**src/rtl/gdr_pkg.sv**
```systemverilog
package gdr_pkg;

    localparam int DIR_W     = 16;
    localparam int POS_W     = 22;
    localparam int SCR_W     = 12;
    localparam int RAY_W     = 18;
    localparam int CAMX_W    = 30;
    localparam int MUL_A_W   = 35;
    localparam int MUL_B_W   = 19;
    localparam int PROD_W    = MUL_A_W + MUL_B_W;
    localparam int DVS_W     = 22;
    localparam int DELTA_W   = 34;
    localparam int SQ_W      = 36;
    localparam int ROOT_W    = 32;
    localparam int RAD_W     = 2 * ROOT_W;
    localparam int DIST_W    = 22;
    localparam int LH_W      = 16;
    localparam int CFG_IDX_W = 3;

    localparam logic [DIST_W-1:0] DIST_MAX = '1;
    localparam logic [LH_W-1:0]   LH_MAX   = '1;

    localparam logic [CFG_IDX_W-1:0] CFG_SCREEN_WIDTH   = 3'd0;
    localparam logic [CFG_IDX_W-1:0] CFG_SCREEN_HEIGHT  = 3'd1;
    localparam logic [CFG_IDX_W-1:0] CFG_PLAYER_POS_X   = 3'd2;
    localparam logic [CFG_IDX_W-1:0] CFG_PLAYER_POS_Y   = 3'd3;
    localparam logic [CFG_IDX_W-1:0] CFG_VIEW_DIR_X     = 3'd4;
    localparam logic [CFG_IDX_W-1:0] CFG_VIEW_DIR_Y     = 3'd5;
    localparam logic [CFG_IDX_W-1:0] CFG_CAMERA_PLANE_X = 3'd6;
    localparam logic [CFG_IDX_W-1:0] CFG_CAMERA_PLANE_Y = 3'd7;

    typedef enum logic [4:0] {
        S_IDLE, S_CAMX, S_MULX, S_RAYX, S_RAYY, S_SQA, S_SQB, S_SQRT, S_DX, S_DY,
        S_SIDEX, S_SIDEY, S_WINIT, S_STEP, S_CHECK, S_DIST, S_LH, S_OUT
    } t_state;

    typedef enum logic [4:0] {
        OP_NONE, OP_MAP_WR, OP_START, OP_CAMX, OP_MULPX, OP_RAYX, OP_RAYY, OP_SQA,
        OP_SQB, OP_DXGO, OP_DXW, OP_DYW, OP_SIDEX, OP_SIDEY, OP_WINIT, OP_STEP,
        OP_FOUND, OP_MISS, OP_DIST, OP_LH, OP_OUT
    } t_op;

    typedef struct packed {
        t_op op;
    } t_cmd;

    typedef struct packed {
        logic div_done;
        logic sqrt_done;
        logic oob;
        logic wall;
        logic limit;
    } t_sts;

endpackage

```
**src/rtl/gdr_ctrl.sv**
```systemverilog
module gdr_ctrl (
    input  logic          i_clk,
    input  logic          i_rst_n,
    input  logic          i_in_valid,
    input  logic          i_action,
    input  logic          i_out_ready,
    input  gdr_pkg::t_sts i_sts,
    output logic          o_in_ready,
    output logic          o_out_valid,
    output gdr_pkg::t_cmd o_cmd
);

    gdr_pkg::t_state r_state;
    gdr_pkg::t_state n_state;
    logic            r_out_valid;
    logic            accept;
    logic            out_free;

    assign o_in_ready  = (r_state == gdr_pkg::S_IDLE);
    assign accept      = i_in_valid && o_in_ready;
    assign out_free    = !r_out_valid || i_out_ready;
    assign o_out_valid = r_out_valid;

    always_ff @(posedge i_clk) begin
        if (!i_rst_n) begin
            r_state     <= gdr_pkg::S_IDLE;
            r_out_valid <= 1'b0;
        end else begin
            r_state <= n_state;
            if (o_cmd.op == gdr_pkg::OP_OUT) begin
                r_out_valid <= 1'b1;
            end else if (i_out_ready) begin
                r_out_valid <= 1'b0;
            end
        end
    end

    always_comb begin
        n_state    = r_state;
        o_cmd.op   = gdr_pkg::OP_NONE;
        unique case (r_state)
            gdr_pkg::S_IDLE: begin
                if (accept && i_action) begin
                    o_cmd.op = gdr_pkg::OP_START;
                    n_state  = gdr_pkg::S_CAMX;
                end else if (accept) begin
                    o_cmd.op = gdr_pkg::OP_MAP_WR;
                end
            end
            gdr_pkg::S_CAMX: begin
                if (i_sts.div_done) begin
                    o_cmd.op = gdr_pkg::OP_CAMX;
                    n_state  = gdr_pkg::S_MULX;
                end
            end
            gdr_pkg::S_MULX: begin
                o_cmd.op = gdr_pkg::OP_MULPX;
                n_state  = gdr_pkg::S_RAYX;
            end
            gdr_pkg::S_RAYX: begin
                o_cmd.op = gdr_pkg::OP_RAYX;
                n_state  = gdr_pkg::S_RAYY;
            end
            gdr_pkg::S_RAYY: begin
                o_cmd.op = gdr_pkg::OP_RAYY;
                n_state  = gdr_pkg::S_SQA;
            end
            gdr_pkg::S_SQA: begin
                o_cmd.op = gdr_pkg::OP_SQA;
                n_state  = gdr_pkg::S_SQB;
            end
            gdr_pkg::S_SQB: begin
                o_cmd.op = gdr_pkg::OP_SQB;
                n_state  = gdr_pkg::S_SQRT;
            end
            gdr_pkg::S_SQRT: begin
                if (i_sts.sqrt_done) begin
                    o_cmd.op = gdr_pkg::OP_DXGO;
                    n_state  = gdr_pkg::S_DX;
                end
            end
            gdr_pkg::S_DX: begin
                if (i_sts.div_done) begin
                    o_cmd.op = gdr_pkg::OP_DXW;
                    n_state  = gdr_pkg::S_DY;
                end
            end
            gdr_pkg::S_DY: begin
                if (i_sts.div_done) begin
                    o_cmd.op = gdr_pkg::OP_DYW;
                    n_state  = gdr_pkg::S_SIDEX;
                end
            end
            gdr_pkg::S_SIDEX: begin
                o_cmd.op = gdr_pkg::OP_SIDEX;
                n_state  = gdr_pkg::S_SIDEY;
            end
            gdr_pkg::S_SIDEY: begin
                o_cmd.op = gdr_pkg::OP_SIDEY;
                n_state  = gdr_pkg::S_WINIT;
            end
            gdr_pkg::S_WINIT: begin
                o_cmd.op = gdr_pkg::OP_WINIT;
                n_state  = gdr_pkg::S_STEP;
            end
            gdr_pkg::S_STEP: begin
                o_cmd.op = gdr_pkg::OP_STEP;
                n_state  = gdr_pkg::S_CHECK;
            end
            gdr_pkg::S_CHECK: begin
                priority if (i_sts.oob) begin
                    o_cmd.op = gdr_pkg::OP_MISS;
                    n_state  = gdr_pkg::S_OUT;
                end else if (i_sts.wall) begin
                    o_cmd.op = gdr_pkg::OP_FOUND;
                    n_state  = gdr_pkg::S_DIST;
                end else if (i_sts.limit) begin
                    o_cmd.op = gdr_pkg::OP_MISS;
                    n_state  = gdr_pkg::S_OUT;
                end else begin
                    o_cmd.op = gdr_pkg::OP_STEP;
                end
            end
            gdr_pkg::S_DIST: begin
                if (i_sts.div_done) begin
                    o_cmd.op = gdr_pkg::OP_DIST;
                    n_state  = gdr_pkg::S_LH;
                end
            end
            gdr_pkg::S_LH: begin
                if (i_sts.div_done) begin
                    o_cmd.op = gdr_pkg::OP_LH;
                    n_state  = gdr_pkg::S_OUT;
                end
            end
            gdr_pkg::S_OUT: begin
                if (out_free) begin
                    o_cmd.op = gdr_pkg::OP_OUT;
                    n_state  = gdr_pkg::S_IDLE;
                end
            end
            default: begin
                n_state = gdr_pkg::S_IDLE;
            end
        endcase
    end

endmodule

```
**config.mk**
```make
export PLATFORM = sky130hd
export DESIGN_NAME = gdr_ctrl
export DESIGN_NICKNAME = d
export VERILOG_FILES = /design/src/rtl/gdr_pkg.sv /design/src/rtl/gdr_ctrl.sv
export SDC_FILE = /design/constraint.sdc
export NUM_CORES = 1
export LEC_CHECK = 0
export BUFFER_PORTS_ARGS = -buffer_cell sky130_fd_sc_hd__buf_2
export CAP_MARGIN = 20
export CELL_PAD_IN_SITES_DETAIL_PLACEMENT = 1
export CELL_PAD_IN_SITES_GLOBAL_PLACEMENT = 2
export CORE_MARGIN = 2
export CORE_UTILIZATION = 30
export DETAILED_ROUTE_END_ITERATION = 16
export PLACE_DENSITY = 0.78
export SKIP_LAST_GASP = 1
export SYNTH_ARGS = -nofsm -noshare
export SYNTH_HDL_FRONTEND = slang
export SYNTH_SLANG_ARGS = --single-unit
```
**constraint.sdc**
```tcl
create_clock -name i_clk -period 3.1 [get_ports i_clk]
set_clock_uncertainty 0.15 [all_clocks]
set_input_delay 0.62 -clock i_clk [delete_from_list [all_inputs] [get_ports i_clk]]
set_output_delay 0.62 -clock i_clk [all_outputs]
set_load 0.01 [all_outputs]
```
[Word-level counts from Yosys, hierarchy flattened]
Index checks and enable logic that the tools add are counted.
Storage, ports and cells
  flip-flop bits (word level): 6
  input port bits: 10
  output and inout port bits: 7
  word-level logic and storage cells: 63
Operators by class
  equality and inequality tests: 27
  multiplexer cells: 27
  reductions and logical operators: 7
Operator list (number)
  5-bit one-hot mux with 18 select lines: 2
  5-bit 2-to-1 mux: 17
  5-bit by 4-bit == test with 1-bit output (second input constant): 8
  5-bit by 3-bit == test with 1-bit output (second input constant): 4
  5-bit == test (second input constant): 3
  2-bit inequality test (second input constant): 7
  4-bit 2-to-1 mux: 3
  5-bit by 2-bit == test with 1-bit output (second input constant): 2
  9-bit AND reduction: 1
  5-bit by 1-bit == test with 1-bit output (second input constant): 1
  5-bit zero test: 1
  2-bit 2-to-1 mux: 2
  4-bit inequality test (second input constant): 1
  1-bit 2-to-1 mux: 3
  1-bit logical AND: 2
  2-bit by 1-bit inequality test with 1-bit output (second input constant): 1
  2-bit nonzero test: 1
  1-bit zero test: 1
  1-bit logical OR: 1

[Depth between registers and ports, before layout]
Gate-level depths: netlist of the first run.
  depth in word-level cells: 7
  depth in mapped cells: 6
  gate-level depth less buffers: 5

[Worst setup path before layout of the first run]
Ideal clock, no wire load.
  path kind: in2out
  from: input port i_sts[2] in the netlist's numbering
  to: output port o_cmd[3] in the netlist's numbering
  arrival time: 1.598 ns
  data required time: 2.330 ns
  path slack: 0.732 ns
  stages on the path: 3
  buffers on the path: 0
  path through: or3_4 -> or4_4 -> o21ai_0
RTL lines
  start, declared: RTL line gdr_ctrl.sv:7  | input gdr_pkg::t_sts i_sts,
  end, declared: RTL line gdr_ctrl.sv:10  | output gdr_pkg::t_cmd o_cmd

==> results.sh, run 1 <==
export IMPL_status="finished, final reports clean"
export IMPL_cts_hold_buf=0
export IMPL_ys_warn_count=0
export IMPL_core_mm2=0.00217
export IMPL_fin_setup_tns_ns=0
export IMPL_synth_seq_cells=6
export IMPL_synth_seq_area_share_pct=17.9
export IMPL_dpl_cell_count=132
export IMPL_totalPowerFinal_uw=547
export IMPL_clk_path_buf_depth=2
export IMPL_path_clk_slew_ns=0.04
export IMPL_synth_async_reset_ratio_pct=0
export IMPL_gp_congestion=0.805
export IMPL_tightest_slew_ns=0.663
export IMPL_synth_fp_nets=103
export IMPL_row_count=17
export IMPL_grt_setup_unrepaired="false"
export IMPL_yosysTopAreaCell="dfxtp_1"
export IMPL_syn_inst=93
export IMPL_hold_start="o_out_valid$_SDFFE_PN0P_"
export IMPL_max_clock_freq_ghz=0.358
export IMPL_leakagePower_uw=0.000316
export IMPL_post_cts_repair_setup_buffers=0
export IMPL_drive_gt1_share_pct=25.2
export IMPL_dr_total_vias=798
export IMPL_irDropWorstVdd_mv=0.393
export IMPL_nNetsFinal=119
export IMPL_grt_overflow_total=0
export IMPL_synth_area_leaders="dfxtp_1 18%, a21oi_1 6.7%, nand2_1 5.0%, o211ai_1 3.4%, o21bai_1 3.4%"
export IMPL_grt_pass1_vias=812
export IMPL_drt_wirelength_per_cell_um=16.0
export IMPL_crit_start="r_state[2]$_SDFFE_PN0P_"
export IMPL_crit_end="o_cmd[3]"
export IMPL_synth_top_cell_area_share_pct=17.9
export IMPL_portBuffers=16
export IMPL_drt_iter0_drc=6
export IMPL_cts_tree="done"
export IMPL_synth_area_um2=672
export IMPL_synthToLayoutAreaGrowth_pct=16.9
export IMPL_period_minus_slack_ns=2.80
export IMPL_yosysUniqueCellTypes=41
export IMPL_post_route_period_util_pct=90.2
export IMPL_fillers=292
export IMPL_dp_hpwl_um=1580
export IMPL_drt_pre_antenna_iters=4
export IMPL_grt_max_degree=21
export IMPL_cp_arrival_ns=2.03
export IMPL_setup_viol=0
export IMPL_max_cap_viol_count=0
export IMPL_cts_resized=0
export IMPL_finalInstanceArea_um2=786
export IMPL_crit_path_end_kind="output port"
export IMPL_utilization_pct=36.2
export IMPL_htreeDepth=1
export IMPL_cts_sinks=6
export IMPL_dieArea_mm2=0.00263
export IMPL_required_ns=2.33
export IMPL_synth_ff_type="dfxtp_1"
export IMPL_relSlewSlack_pct=55.8
export IMPL_multiInputGateArea_um2=513
export IMPL_startpoint_type="register"
export IMPL_grt_pass1_wl_um=3760
export IMPL_ff2ff_path_depth=5
export IMPL_worstSetupPathType="register to output port"
export IMPL_place_area_um2=763
export IMPL_regArea_um2=120
export IMPL_syn_avg_cell_area_um2=7.22
export IMPL_fp_dieW_um=51.3
export IMPL_p_per_area_mw_per_mm2=696
export IMPL_worstReg2RegEnd="r_state[1]$_SDFFE_PN0P_"
export IMPL_cts_root_buf="clkbuf_4"
export IMPL_cts_buffers=3
export IMPL_synth_edff_count=0
export IMPL_fp_dieH_um=51.3
export IMPL_finalHoldViolCount=0
export IMPL_drc=0
export IMPL_slew_violations=0
export IMPL_io_pins=17
export IMPL_clk_latency_ns=0.24
export IMPL_hold_class="register to register"
export IMPL_cp_max_fo=20
export IMPL_detail_route_wirelength_um=2170
export IMPL_r2r_setup_slack_ns=0.86
export IMPL_n_antenna_cell=0
export IMPL_antenna_found_initial=0
export IMPL_start_util_pct=31.0
export IMPL_ant_nets=0
export IMPL_track_usage_pct=18.8
export IMPL_avgViaCountPerCell=5.91
export IMPL_layout_cells_non_filler=135
export IMPL_rr_startpoint="r_state[2]$_SDFFE_PN0P_"
power breakdown:
part           internal [uW]  switching [uW]
clock                   43.7            27.2
sequential              94.4            60.5
combinational            133             188
worst max-delay path, cell delays in order (launching register included):
cell and delay, ns:
dfxtp_1 0.74, nand2_1 0.25, or4_4 0.56, o21ai_0 0.09
buf_2 0.15
area by class of cell:
class                      instances  share of cell area, %
multi-input combinational         78                   65.3
sequential                         6                   15.3
clock buffer                       3                   2.87
tap                               28                   4.46
timing repair buffer              16                   10.2
inverter                           4                   1.91
flip-flops by register name, indices dropped and copies added (netlist names):
| name | count |
|---|---|
| o_out_valid | 1 |
| r_state | 5 |
cells by family after synthesis:
group / count (synthesis) / synth area share (%)
flip-flops: 6 / 17.9
buffers and inverters: 9 / 5.77
AO/OA/AOI/OAI: 40 / 43.0
XOR/XNOR: 1 / 1.30
multiplexers: 1 / 1.49
AND/OR/NAND/NOR: 36 / 30.5
synthesized netlist by cell type, types with 2 or more instances:
cell type and number:
o21ai_0 4, buf_2 4, o21ai_1 4, and3_1 2
inv_2 2, nor2_1 5, inv_1 2, o31ai_1 3
o21bai_1 3, o41ai_1 2, o211ai_1 3, a21oi_1 9
nand2b_1 3, nor3_1 4, nand3_1 4, nand2_1 9
dfxtp_1 6
metrics by stage:
stage | setup slack [ns] | hold WS [ns]
6_report | 0.303 | 0.355
5_1_grt | 0.145 | 0.419
4_1_cts | 0.308 | 0.368
3_5_place_dp | 0.514 | 0.362
3_3_place_gp | 0.540 | 0.347
2_1_floorplan | 0.732 | 0.372
per-layer routing:
layer / track usage [%] / routed length (um) / part of all wire (%)
met5: 0 / 0 / 0
met4: 8.33 / 34 / 1.6
met3: 1.17 / 37 / 1.7
met2: 31.8 / 1080 / 50
met1: 24.3 / 1020 / 47
layout by cell type, fill, tap and decap left out, types with 2 or more instances in the layout:
master	n
o31ai_1	3
o211ai_1	3
nand2b_1	3
nor3_1	4
o21ai_0	4
and3_1	2
a21oi_1	9
buf_2	16
o41ai_1	2
inv_2	2
inv_1	2
o21bai_1	3
dfxtp_1	6
clkbuf_4	3
nand3_1	4
nor2_1	5
o21ai_1	4
nand2_1	9
worst min path at each step:
stage	cells after the start	slack (ns)	endpoint
detailed placement	2	0.36	o_out_valid$_SDFFE_PN0P_
finish	2	0.35	o_out_valid$_SDFFE_PN0P_
global placement	2	0.35	o_out_valid$_SDFFE_PN0P_
floorplan	2	0.37	o_out_valid$_SDFFE_PN0P_
global route	2	0.42	o_out_valid$_SDFFE_PN0P_
CTS	2	0.37	o_out_valid$_SDFFE_PN0P_
No activity file was read; power rests on OpenSTA's default activity.
==> inputs of run 2 (changes only) <==
Settings changed: PLACE_DENSITY 0.78 to unset, PLACE_DENSITY_LB_ADDON set to 0.2.
Clock period 3.1 ns to 3.34 ns, I/O delays scaled along.
==> run 2 against run 1 <==
Net effect:
- count of clock-buffer cells in the layout unchanged
- worst setup slack improved by 0.21 ns
- critical path depth is the same
==> results.sh, run 2 (same netlist as run 1, synthesis figures left out) <==
export IMPL_status="finished, final reports clean"
export IMPL_fp_dieW_um=51.3
export IMPL_detail_route_wirelength_um=2080
export IMPL_largest_reg_flops=5
export IMPL_cp_arrival_ns=2.01
export IMPL_utilization_pct=36.2
export IMPL_nNetsFinal=119
export IMPL_htreeDepth=1
export IMPL_drt_iter0_drc=3
export IMPL_power_internal_uw=252
export IMPL_most_common_layout_cells="16 x buf_2, 9 x a21oi_1, 9 x nand2_1, 6 x dfxtp_1, 5 x nor2_1"
export IMPL_cts_buffers=3
export IMPL_hold_class="register to register"
export IMPL_required_ns=2.52
export IMPL_gp_congestion=0.791
export IMPL_portBuffers=16
export IMPL_tightest_slew_ns=0.642
export IMPL_drt_pre_antenna_iters=4
export IMPL_place_area_um2=763
export IMPL_final_common_cell="buf_2"
export IMPL_drc=0
export IMPL_grt_setup_unrepaired="false"
export IMPL_path_clk_slew_ns=0.04
export IMPL_start_util_pct=31.0
export IMPL_clk_latency_ns=0.23
export IMPL_finalInstanceArea_um2=786
export IMPL_netSwitchingFraction_pct=49.7
export IMPL_grt_overflow_total=0
export IMPL_pre_cts_slack_ns=0.658
export IMPL_p_sw_uw=249
export IMPL_startpoint_type="register"
export IMPL_dp_hpwl_um=1570
export IMPL_finalHoldViolCount=0
export IMPL_row_count=17
export IMPL_setup_slack_ns=0.515
export IMPL_cts_root_buf="clkbuf_4"
export IMPL_period_minus_slack_ns=2.82
export IMPL_antenna_found_initial=0
export IMPL_fin_setup_tns_ns=0
export IMPL_setup_viol=0
export IMPL_worstSetupPathType="register to output port"
export IMPL_leakagePower_uw=0.000316
export IMPL_post_route_period_util_pct=84.6
export IMPL_fillers=293
export IMPL_crit_path_end_kind="output port"
export IMPL_p_clk_share_pct=12.2
export IMPL_p_per_area_mw_per_mm2=638
export IMPL_grt_max_degree=21
export IMPL_drt_wirelength_per_cell_um=15.4
export IMPL_cts_resized=0
export IMPL_ant_nets=0
export IMPL_avgViaCountPerCell=5.90
export IMPL_cts_sinks=6
export IMPL_irDropWorstVdd_mv=0.323
export IMPL_largest_register="r_state"
export IMPL_grt_pass1_vias=765
export IMPL_drive_gt1_share_pct=25.2
export IMPL_relSlewSlack_pct=57.1
export IMPL_grt_pass1_wl_um=3520
export IMPL_fp_dieH_um=51.3
export IMPL_post_cts_repair_setup_buffers=0
export IMPL_dieArea_mm2=0.00263
export IMPL_p_comb_share_pct=59.5
export IMPL_dr_total_vias=796
export IMPL_cp_max_fo=20
export IMPL_max_cap_viol_count=0
export IMPL_n_antenna_cell=0
export IMPL_slew_violations=0
export IMPL_cts_hold_buf=0
export IMPL_fin_hold_ws_ns=0.361
export IMPL_clk_path_buf_depth=2
export IMPL_core_mm2=0.00217
export IMPL_track_usage_pct=17.3
export IMPL_io_pins=17
export IMPL_power_share_sequential_pct=28.3
export IMPL_max_clock_freq_ghz=0.354
export IMPL_synthToLayoutAreaGrowth_pct=16.9
export IMPL_cts_tree="done"
run 2: cell counts in the layout (fill, tap and decap cells not counted):
No cell type changed its count.
run 2: final cells by class:
class	instances	area [um2]	area share (%)
multi-input combinational	78	513	65.3
sequential	6	120	15.3
timing repair buffer	16	80.1	10.2
tap	28	35.0	4.46
clock buffer	3	22.5	2.87
inverter	4	15.0	1.91
run 2: through the flow:
stage,std cells,power [uW]
after floorplan,93,349
after global placement,132,440
after detailed placement,132,443
after CTS,135,508
after global routing,135,549
final,135,501
run 2: final timing paths:
path / start / end / slack [ns] / cells past startpoint
worst max register to register: r_state[2]$_SDFFE_PN0P_ / r_state[1]$_SDFFE_PN0P_ / 1.13 / 5
worst min-delay path: o_out_valid$_SDFFE_PN0P_ / o_out_valid$_SDFFE_PN0P_ / 0.36 / 2
worst min register to register: o_out_valid$_SDFFE_PN0P_ / o_out_valid$_SDFFE_PN0P_ / 0.36 / 2
worst max-delay path: r_state[2]$_SDFFE_PN0P_ / o_cmd[3] / 0.52 / 4
run 2: worst max-delay path: stages, from the launching register on:
cell and delay, ns:
dfxtp_1 0.72, nand2_1 0.25, or4_4 0.56, o21ai_0 0.09, buf_2 0.15
run 2: power groups by stage:
stage               registers [uW]  clock network, uW  logic [uW]
floorplan                      104                  0         245
global placement               142                  0         299
detailed placement             142                  0         301
CTS                            141               64.0         302
global route                   148               69.1         332
finish                         142               61.3         298
run 2: layer usage:
| layer | global-route usage [%] | vias up | routed length (um) |
|---|---|---|---|
| met2 | 29.4 | 14 | 989 |
| met1 | 23.6 | 387 | 1010 |
| met4 | 4.39 | 0 | 17 |
| met3 | 1.17 | 2 | 69 |
| li1 | - | 393 | - |
| met5 | 0 | - | 0 |
==> inputs of run 3 (changes only) <==
Settings changed: CORE_UTILIZATION 30 to 25.
Clock period 3.34 ns to 2.5 ns, I/O delays scaled along.
==> run 3 against run 2 <==
Net effect:
- total power up 41%
- first-iteration DRC count rose to 3.7 times the previous value
- worst hold slack better by 0.0012 ns
- global-route usage down 2.2 points
- count of clock-buffer cells in the layout unchanged
- clock power up 43%
- register-to-register slack worse by 0.52 ns
- wire length up 10%
- design area up 6.5%
- highest routed layer is now met3
==> results.sh, run 3 (same netlist as run 1, synthesis figures left out) <==
export IMPL_totalPowerFinal_uw=707
export IMPL_finalHoldViolCount=0
export IMPL_synthToLayoutAreaGrowth_pct=24.6
export IMPL_startpoint_type="register"
export IMPL_setup_viol=0
export IMPL_cts_tree="done"
export IMPL_p_sw_uw=349
export IMPL_crit_start="r_state[1]$_SDFFE_PN0P_"
export IMPL_path_clk_slew_ns=0.04
export IMPL_dieArea_mm2=0.00312
export IMPL_core_mm2=0.00252
export IMPL_period_minus_slack_ns=2.40
export IMPL_avgViaCountPerCell=5.68
export IMPL_gp_congestion=0.828
export IMPL_slew_violations=0
export IMPL_most_common_layout_cells="16 x buf_2, 9 x a21oi_1, 8 x nand2_1, 5 x nor2_1, 5 x buf_4"
export IMPL_clk_path_buf_depth=2
export IMPL_max_cap_viol_count=0
export IMPL_clk_latency_ns=0.24
export IMPL_multiInputGateArea_um2=520
export IMPL_fp_dieH_um=55.8
export IMPL_htreeDepth=1
export IMPL_drt_iter0_drc=11
export IMPL_detail_route_wirelength_um=2290
export IMPL_fin_setup_tns_ns=0
export IMPL_drc=0
export IMPL_io_pins=17
export IMPL_largest_register="r_state"
export IMPL_fin_hold_ws_ns=0.362
export IMPL_start_util_pct=26.6
export IMPL_drt_pre_antenna_iters=4
export IMPL_grt_max_degree=17
export IMPL_nNetsFinal=124
export IMPL_track_usage_pct=15.1
export IMPL_crit_path_top_delay_cell="or4b_1"
export IMPL_post_route_period_util_pct=96.0
export IMPL_cts_hold_buf=0
export IMPL_leakagePower_uw=0.000343
export IMPL_crit_path_end_kind="output port"
export IMPL_path_buf_inv=1
export IMPL_max_clock_freq_ghz=0.417
export IMPL_cp_arrival_ns=1.75
export IMPL_grt_pass1_vias=777
export IMPL_relSlewSlack_pct=78.7
export IMPL_portBuffers=16
export IMPL_pre_cts_slack_ns=0.164
export IMPL_setup_slack_ns=0.0996
export IMPL_dp_hpwl_um=1770
export IMPL_status="finished, final reports clean"
export IMPL_grt_overflow_total=0
export IMPL_rr_startpoint="r_state[1]$_SDFFE_PN0P_"
export IMPL_tightest_slew_ns=0.318
export IMPL_n_antenna_cell=0
export IMPL_antenna_found_initial=0
export IMPL_irDropWorstVdd_mv=0.467
export IMPL_drt_wirelength_per_cell_um=16.2
export IMPL_power_share_sequential_pct=22.0
export IMPL_final_common_cell="buf_2"
export IMPL_ant_nets=0
export IMPL_cts_resized=0
export IMPL_drive_gt1_share_pct=33.0
export IMPL_required_ns=1.85
export IMPL_place_area_um2=803
export IMPL_worstSetupPathType="register to output port"
export IMPL_dr_total_vias=806
export IMPL_cp_max_fo=8
export IMPL_grt_pass1_wl_um=3840
export IMPL_cts_root_buf="clkbuf_4"
export IMPL_path_cells="or4b_1, nand2b_4, o31ai_1, a221o_1, buf_2"
export IMPL_fillers=336
export IMPL_p_clk_share_pct=12.4
export IMPL_grt_setup_unrepaired="false"
export IMPL_cts_buffers=3
export IMPL_critPathTopFamily="simple AND/OR/NAND/NOR gates"
export IMPL_regArea_um2=124
export IMPL_hold_start="o_out_valid$_SDFFE_PN0P_"
export IMPL_cts_sinks=6
export IMPL_row_count=18
export IMPL_post_cts_repair_setup_buffers=0
export IMPL_p_per_area_mw_per_mm2=845
export IMPL_fp_dieW_um=55.8
export IMPL_largest_reg_flops=5
export IMPL_slowest_delay_ns=0.56
export IMPL_power_internal_uw=358
export IMPL_p_comb_share_pct=65.6
export IMPL_finalInstanceArea_um2=837
export IMPL_netSwitchingFraction_pct=49.4
export IMPL_hold_class="register to register"
==> run 3: changes by cell type in the layout (fill, tap and decap cells not counted), sizes merged <==
| cell | before | now |
|---|---|---|
| buf | 16 | 21 |
==> run 3: through the flow <==
step	std cells	utilization (%)
3_3_place_gp	139	31.8
3_5_place_dp	139	31.8
4_1_cts	142	32.7
2_1_floorplan	93	-
6_report	142	33.2
5_1_grt	142	33.2
==> run 3: cell type report <==
type	count	share of cell area [%]
repair buffers	21	14.1
well taps	30	4.48
clock buffers	3	2.69
inverters	4	1.79
flip-flops and latches	6	14.8
multi-input cells	78	62.2
==> run 3: path summary, 6_finish.rpt <==
path	slack [ns]	depth (start not counted)	to
worst max-delay path	0.1	5	o_cmd[4]
worst min-delay path	0.36	2	o_out_valid$_SDFFE_PN0P_
worst max register to register	0.61	5	r_state[1]$_SDFFE_PN0P_
worst min register to register	0.36	2	o_out_valid$_SDFFE_PN0P_
==> run 3: power groups by stage <==
stage	registers [uW]	logic, uW	clock network [uW]
after CTS	153	465	92.9
final	156	464	87.4
after global routing	160	516	100
after floorplan	139	327	0
after global placement	154	459	0
after detailed placement	154	463	0
==> run 3: worst register-to-register path: stages (launching register included) <==
cell	delay, ns
dfxtp_1	0.39
or4b_1	0.56
nand2b_4	0.18
a21oi_4	0.24
nor4_1	0.10
o21bai_1	0.16
==> run 3: routing by layer <==
metal	wire [um]	vias up	global-route usage [%]
met5	0	-	0
met4	0	0	1.02
met3	66	0	3.02
met2	1160	10	27.2
met1	1070	398	19.3
li1	-	398	-
